## src/sv/schedule_completion_cost_engine_macros.svh

```systemverilog
// ----------------------------------------------------------------------------
// Schedule completion cost engine assertion macros
// Shared concurrent check forms for the engine's RTL.
// ----------------------------------------------------------------------------
`ifndef SCHEDULE_COMPLETION_COST_ENGINE_MACROS_SVH
`define SCHEDULE_COMPLETION_COST_ENGINE_MACROS_SVH

// same-cycle implication
`define SCCE_ASSERT_IMPL(name, clk, rstn, ante, cons) \
    name: assert property (@(posedge clk) disable iff (!rstn) (ante) |-> (cons)) \
        else $error("schedule completion cost engine: check failed");

// next-cycle implication
`define SCCE_ASSERT_NEXT(name, clk, rstn, ante, cons) \
    name: assert property (@(posedge clk) disable iff (!rstn) (ante) |=> (cons)) \
        else $error("schedule completion cost engine: check failed");

`endif

```

## src/sv/scce_pkg.sv

```systemverilog
// ----------------------------------------------------------------------------
// Schedule completion cost engine package
// Item kinds, status codes, sequencer states and default sizes.
// ----------------------------------------------------------------------------
package scce_pkg;

    localparam int MACHINES_DEF     = 8;
    localparam int MAX_SEQUENCE_DEF = 32;
    localparam int JOBS_DEF         = 64;
    localparam int COST_BITS_DEF    = 16;

    localparam int JOB_W   = 7;
    localparam int TOTAL_W = 29;

    typedef enum logic [2:0] {
        KIND_LOAD_FIRST  = 3'd0,
        KIND_LOAD_TRANS  = 3'd1,
        KIND_CLEAR       = 3'd2,
        KIND_APPEND      = 3'd3,
        KIND_INTERCHANGE = 3'd4,
        KIND_REINSERT    = 3'd5,
        KIND_EVALUATE    = 3'd6
    } kind_t;

    typedef enum logic [1:0] {
        STATUS_OK    = 2'd0,
        STATUS_INDEX = 2'd1,
        STATUS_FULL  = 2'd2
    } status_t;

    typedef enum logic [3:0] {
        ST_IDLE,
        ST_DISPATCH,
        ST_SWAP_RB,
        ST_SWAP_WA,
        ST_SWAP_WB,
        ST_RI_READ,
        ST_RI_SRC_WR,
        ST_RI_DST_START,
        ST_RI_DST_WR,
        ST_RI_PUT,
        ST_EVAL,
        ST_EVAL_DRAIN,
        ST_RESP
    } state_t;

endpackage

```

## src/sv/scce_seq_mem.sv

```systemverilog
// ----------------------------------------------------------------------------
// Job sequence memory
// One write port, one read port, registered read data.
// ----------------------------------------------------------------------------
module scce_seq_mem #(
    parameter int MACHINES     = scce_pkg::MACHINES_DEF,
    parameter int MAX_SEQUENCE = scce_pkg::MAX_SEQUENCE_DEF,
    parameter int AW           = (MACHINES * MAX_SEQUENCE > 1) ?
                                 $clog2(MACHINES * MAX_SEQUENCE) : 1
) (
    input  logic                     aclk,
    input  logic                     we,
    input  logic [AW-1:0]            waddr,
    input  logic [scce_pkg::JOB_W-1:0] wdata,
    input  logic [AW-1:0]            raddr,
    output logic [scce_pkg::JOB_W-1:0] rdata
);
    localparam int DEPTH = MACHINES * MAX_SEQUENCE;

    logic [scce_pkg::JOB_W-1:0] mem [DEPTH];

    always_ff @(posedge aclk) begin
        if (we) begin
            mem[waddr] <= wdata;
        end
        rdata <= mem[raddr];
    end
endmodule

```

## config.mk

```make
export PLATFORM = sky130hd
export DESIGN_NAME = scce_seq_mem
export DESIGN_NICKNAME = d
export VERILOG_FILES = /design/src/sv/schedule_completion_cost_engine_macros.svh /design/src/sv/scce_pkg.sv /design/src/sv/scce_seq_mem.sv
export SDC_FILE = /design/constraint.sdc
export NUM_CORES = 2
export LEC_CHECK = 0
export BUFFER_PORTS_ARGS = -buffer_cell sky130_fd_sc_hd__buf_4
export CORE_MARGIN = 5
export CORE_UTILIZATION = 51
export CTS_BUF_LIST = sky130_fd_sc_hd__clkbuf_4
export CTS_CLUSTER_SIZE = 24
export DETAILED_ROUTE_END_ITERATION = 8
export PLACE_DENSITY = 0.66
export SYNTH_ARGS = -nofsm -noshare
export SYNTH_HDL_FRONTEND = slang
export SYNTH_SLANG_ARGS = --single-unit
```

## constraint.sdc

```tcl
create_clock -name aclk -period 4.5 [get_ports aclk]
set_input_delay 0.45 -clock aclk [delete_from_list [all_inputs] [get_ports aclk]]
set_output_delay 0.45 -clock aclk [all_outputs]
set_load 0.03 [all_outputs]
```

==> metrics.md <==
| Metric | Value |
|---|---|
| Drt drc | `0` |
| Pwr dens | `about 420 mW/mm^2` |
| Final std cells w/o fill | `approximately 6000` |
| Hold Path Cell Cnt | `4` |
| Post-route cell area | `~0.078 mm^2` |
| Met2 usage | `a little over a third` |
| Overall routing resource usage | `between 20 and 25%` |
| Post-synth ARST share | `0%` |
| Number of endpoints failing setup at the final stage | `0` |
| H-tree Lvls | `5` |
| Reg2reg start | `mem[131][1]` |
| Top cell type's share of synthesized area | `between 70% and 80%` |
| Setup TNS | `0 ns` |
| Root Driver | `clkbuf_4` |
| Max Root-Sink Buffers | `4` |
| Multi-input logic area | `0.0149 mm^2` |
| Hold crit path type | `input port to register` |
| Number of I/O port buffers | `31` |
| Slew @ Worst Pin | `between 1 and 1.5 ns` |
| Max-cap viol count | `0` |
| Top cells by area, synth | `edfxtp_1, mux4_2, mux2i_1, nor2_1, a22oi_1` |
| Antenna Nets Post-Route | `0` |
| CP Max Fanout | `25` |
| Critical Path Sink Type | `register` |
| RSZ-0062 raised after global routing | `false` |
| Yosys cell types | `53` |
| Final period util | `around three quarters` |
| Die H | `between 300 and 400 um` |
| Final nets | `between 3000 and 4000` |
| Vias per cell | `approximately 6.1` |
| Vias in the first global route | `36700` |
| Top_reg_cell synth | `edfxtp_1` |
| Global-route wire length before repair | `between 200000 and 250000 um` |
| Drt pass-1 iters | `6` |
| Warnings, synthesis | `0` |
| Worst Min Path Start | `raddr[3]` |
| Cells after Synth | `approximately 3400` |
| Final hold vios | `0` |
| Core Rows | `136` |
| Setup Skew | `0.158 ns` |
| Pin count of the biggest net entering global routing | `140` |
| Clock Sinks | `about 1800` |
| Met1 usage | `about a third` |
| Final wirelength | `167000 um` |
| Initial antenna violation count | `8` |
| Req. time, crit path | `between 5 and 6 ns` |
| Placed cell area | `about 0.072 mm^2` |
| Final min period | `~3.4 ns` |
| Die X | `around 380 um` |
| Syn_nets | `3406` |
| Insertion delay to the later sink of the worst-skew pair | `roughly 1.4 ns` |
| CTS tree | `yes` |
| Num CTS Buffers | `450` |
| Routed vias | `about 36000` |
| Io pins | `32` |
| Worst-path clk slew | `roughly 0.06 ns` |
| Fmax | `approximately 300 MHz` |
| Reg2Reg Depth | `6` |
| WL per Instance | `between 20 and 30 um` |
| Static leakage | `approximately 25 nW` |
| Synth area leader | `edfxtp_1` |
| Yosys reg bits | `around 1800` |
| Share of cells above drive strength 1 | `about 29%` |
| DP HPWL | `just over 100000 um` |
| Normalized max-slew margin | `a little under a fifth` |
| GRT busiest layer | `met2` |
| Mapped cell area | `around 0.07 mm^2` |
| CTS resizes | `0` |
| Mean Syn Cell Area | `roughly 21 um^2` |
| Placer Congestion | `0.827` |
| Iter 0 DRT Violations | `a little over 4000` |
| Origin of the worst setup path | `raddr[5]` |
| Power, Total | `~33 mW` |
| Placeable Area | `roughly 0.14 mm^2` |
| Fillers | `10300` |
| Worst Setup Start Kind | `input port` |
| Met3 GRT Util | `approximately 6.8%` |
| Area of the die | `roughly 0.15 mm^2` |
| Peak VDD IR | `0.189 mV` |
| DP Cell Count | `between 5000 and 6000` |
| Initial core utilization | `51.2%` |
| Post-synth EDFFs | `1792` |
| Arrival @ worst endpoint | `about 4.6 ns` |
| Register area | `0.0540 mm^2` |
| Outcome | `finished, final reports clean` |
| Total congestion overflow | `0` |
| Seq/Total Area, Yosys | `between 70% and 80%` |
| Slew Viols, Final | `0` |
| Area growth syn-to-layout | `11.0%` |
| Crit Path Class | `input port to register` |
-- state kept, by name (all words and copies together), names as in the netlist --
signal  count
rdata       7
mem      1792
-- Yosys cell counts (9+ instances only) --
master / n
a21oi_1: 46
a221oi_1: 20
a22o_1: 14
a22oi_1: 61
buf_12: 11
buf_2: 46
buf_4: 21
buf_6: 22
buf_8: 11
clkbuf_1: 88
edfxtp_1: 1792
mux2i_1: 155
mux4_1: 10
mux4_2: 380
nand2_1: 74
nand2b_1: 14
nand3_1: 40
nand4_1: 9
nor2_1: 294
nor2b_1: 17
nor3_1: 38
nor4_1: 35
o2111ai_1: 14
o21ai_0: 12
o22ai_1: 66
-- layout make-up --
class / instances / area share [%]
inverter: 3 / 0.0145
clock buffer: 621 / 5.98
timing repair buffer: 154 / 1.93
antenna: 13 / 0.0418
tap: 1794 / 2.88
sequential: 1799 / 69.3
clock inverter: 139 / 0.781
multi-input combinational: 1375 / 19.1
-- worst max-delay path, cell delays in order --
cell and delay (ns):
dlygate4sd3_1 0.52, buf_4 0.40, nor2b_1 0.61, nand2_1 0.40, o22ai_1 0.33, a2111oi_2 0.12
nor3_1 0.93, nor4_1 0.18, dlygate4sd3_1 0.62
-- path summary, 6_finish.rpt --
path | endpoint | slack (ns)
worst max-delay path | rdata[1] | 1.11
worst min-delay path | rdata[5] | 0.18
worst max register to register | rdata[1] | 1.38
worst min register to register | rdata[5] | 0.94
-- repair_timing --
| action | in CTS | in global routing |
|---|---|---|
| endpoints found under the hold margin | 1341 | 0 |
| hold buffers | 20 | 0 |
| setup buffers | 0 | 0 |
-- per-stage QoR --
stage	hold slack [ns]	utilization [%]	setup slack, ns
after floorplan	0.549	-	2.16
after global placement	0.944	52.8	0.889
after detailed placement	0.935	52.8	0.877
after CTS	0.0446	56.8	1.45
after global routing	0.0782	56.8	1.19
final	0.175	56.8	1.11
-- logic make-up after synthesis --
| family | synth area share (%) |
|---|---|
| compound gates | 2.93 |
| buf+inv | 1.97 |
| simple gates | 3.43 |
| mux | 14.8 |
| flops | 76.9 |
-- where the power goes --
group	total, mW	switching [mW]	internal, mW
clock network	12.7	6.27	6.45
registers	18.5	0.0254	18.5
logic	1.69	1.10	0.590
total	32.9	7.40	25.5
-- per-layer routing --
| layer | part of all wire (%) | wire, um |
|---|---|---|
| met1 | 41 | 67800 |
| met2 | 47 | 79200 |
| met3 | 9.5 | 15900 |
| met4 | 2.6 | 4330 |
| met5 | 0.016 | 27 |
-- placed cells by master (no fill, tap or decap), drive strengths merged, types with 15 or more instances in the layout --
master,n
buf,130
nand2,74
edfxtp,1792
nor2,294
a221oi,20
mux4,390
mux2i,155
nand3,40
clkinv,133
nor3,38
nor4,36
nor2b,17
a2111oi,15
o21ai,18
clkbuf,625
a22oi,61
a21oi,46
dlygate4sd3,20
o22ai,71
Power figures use the tool's default switching activity.
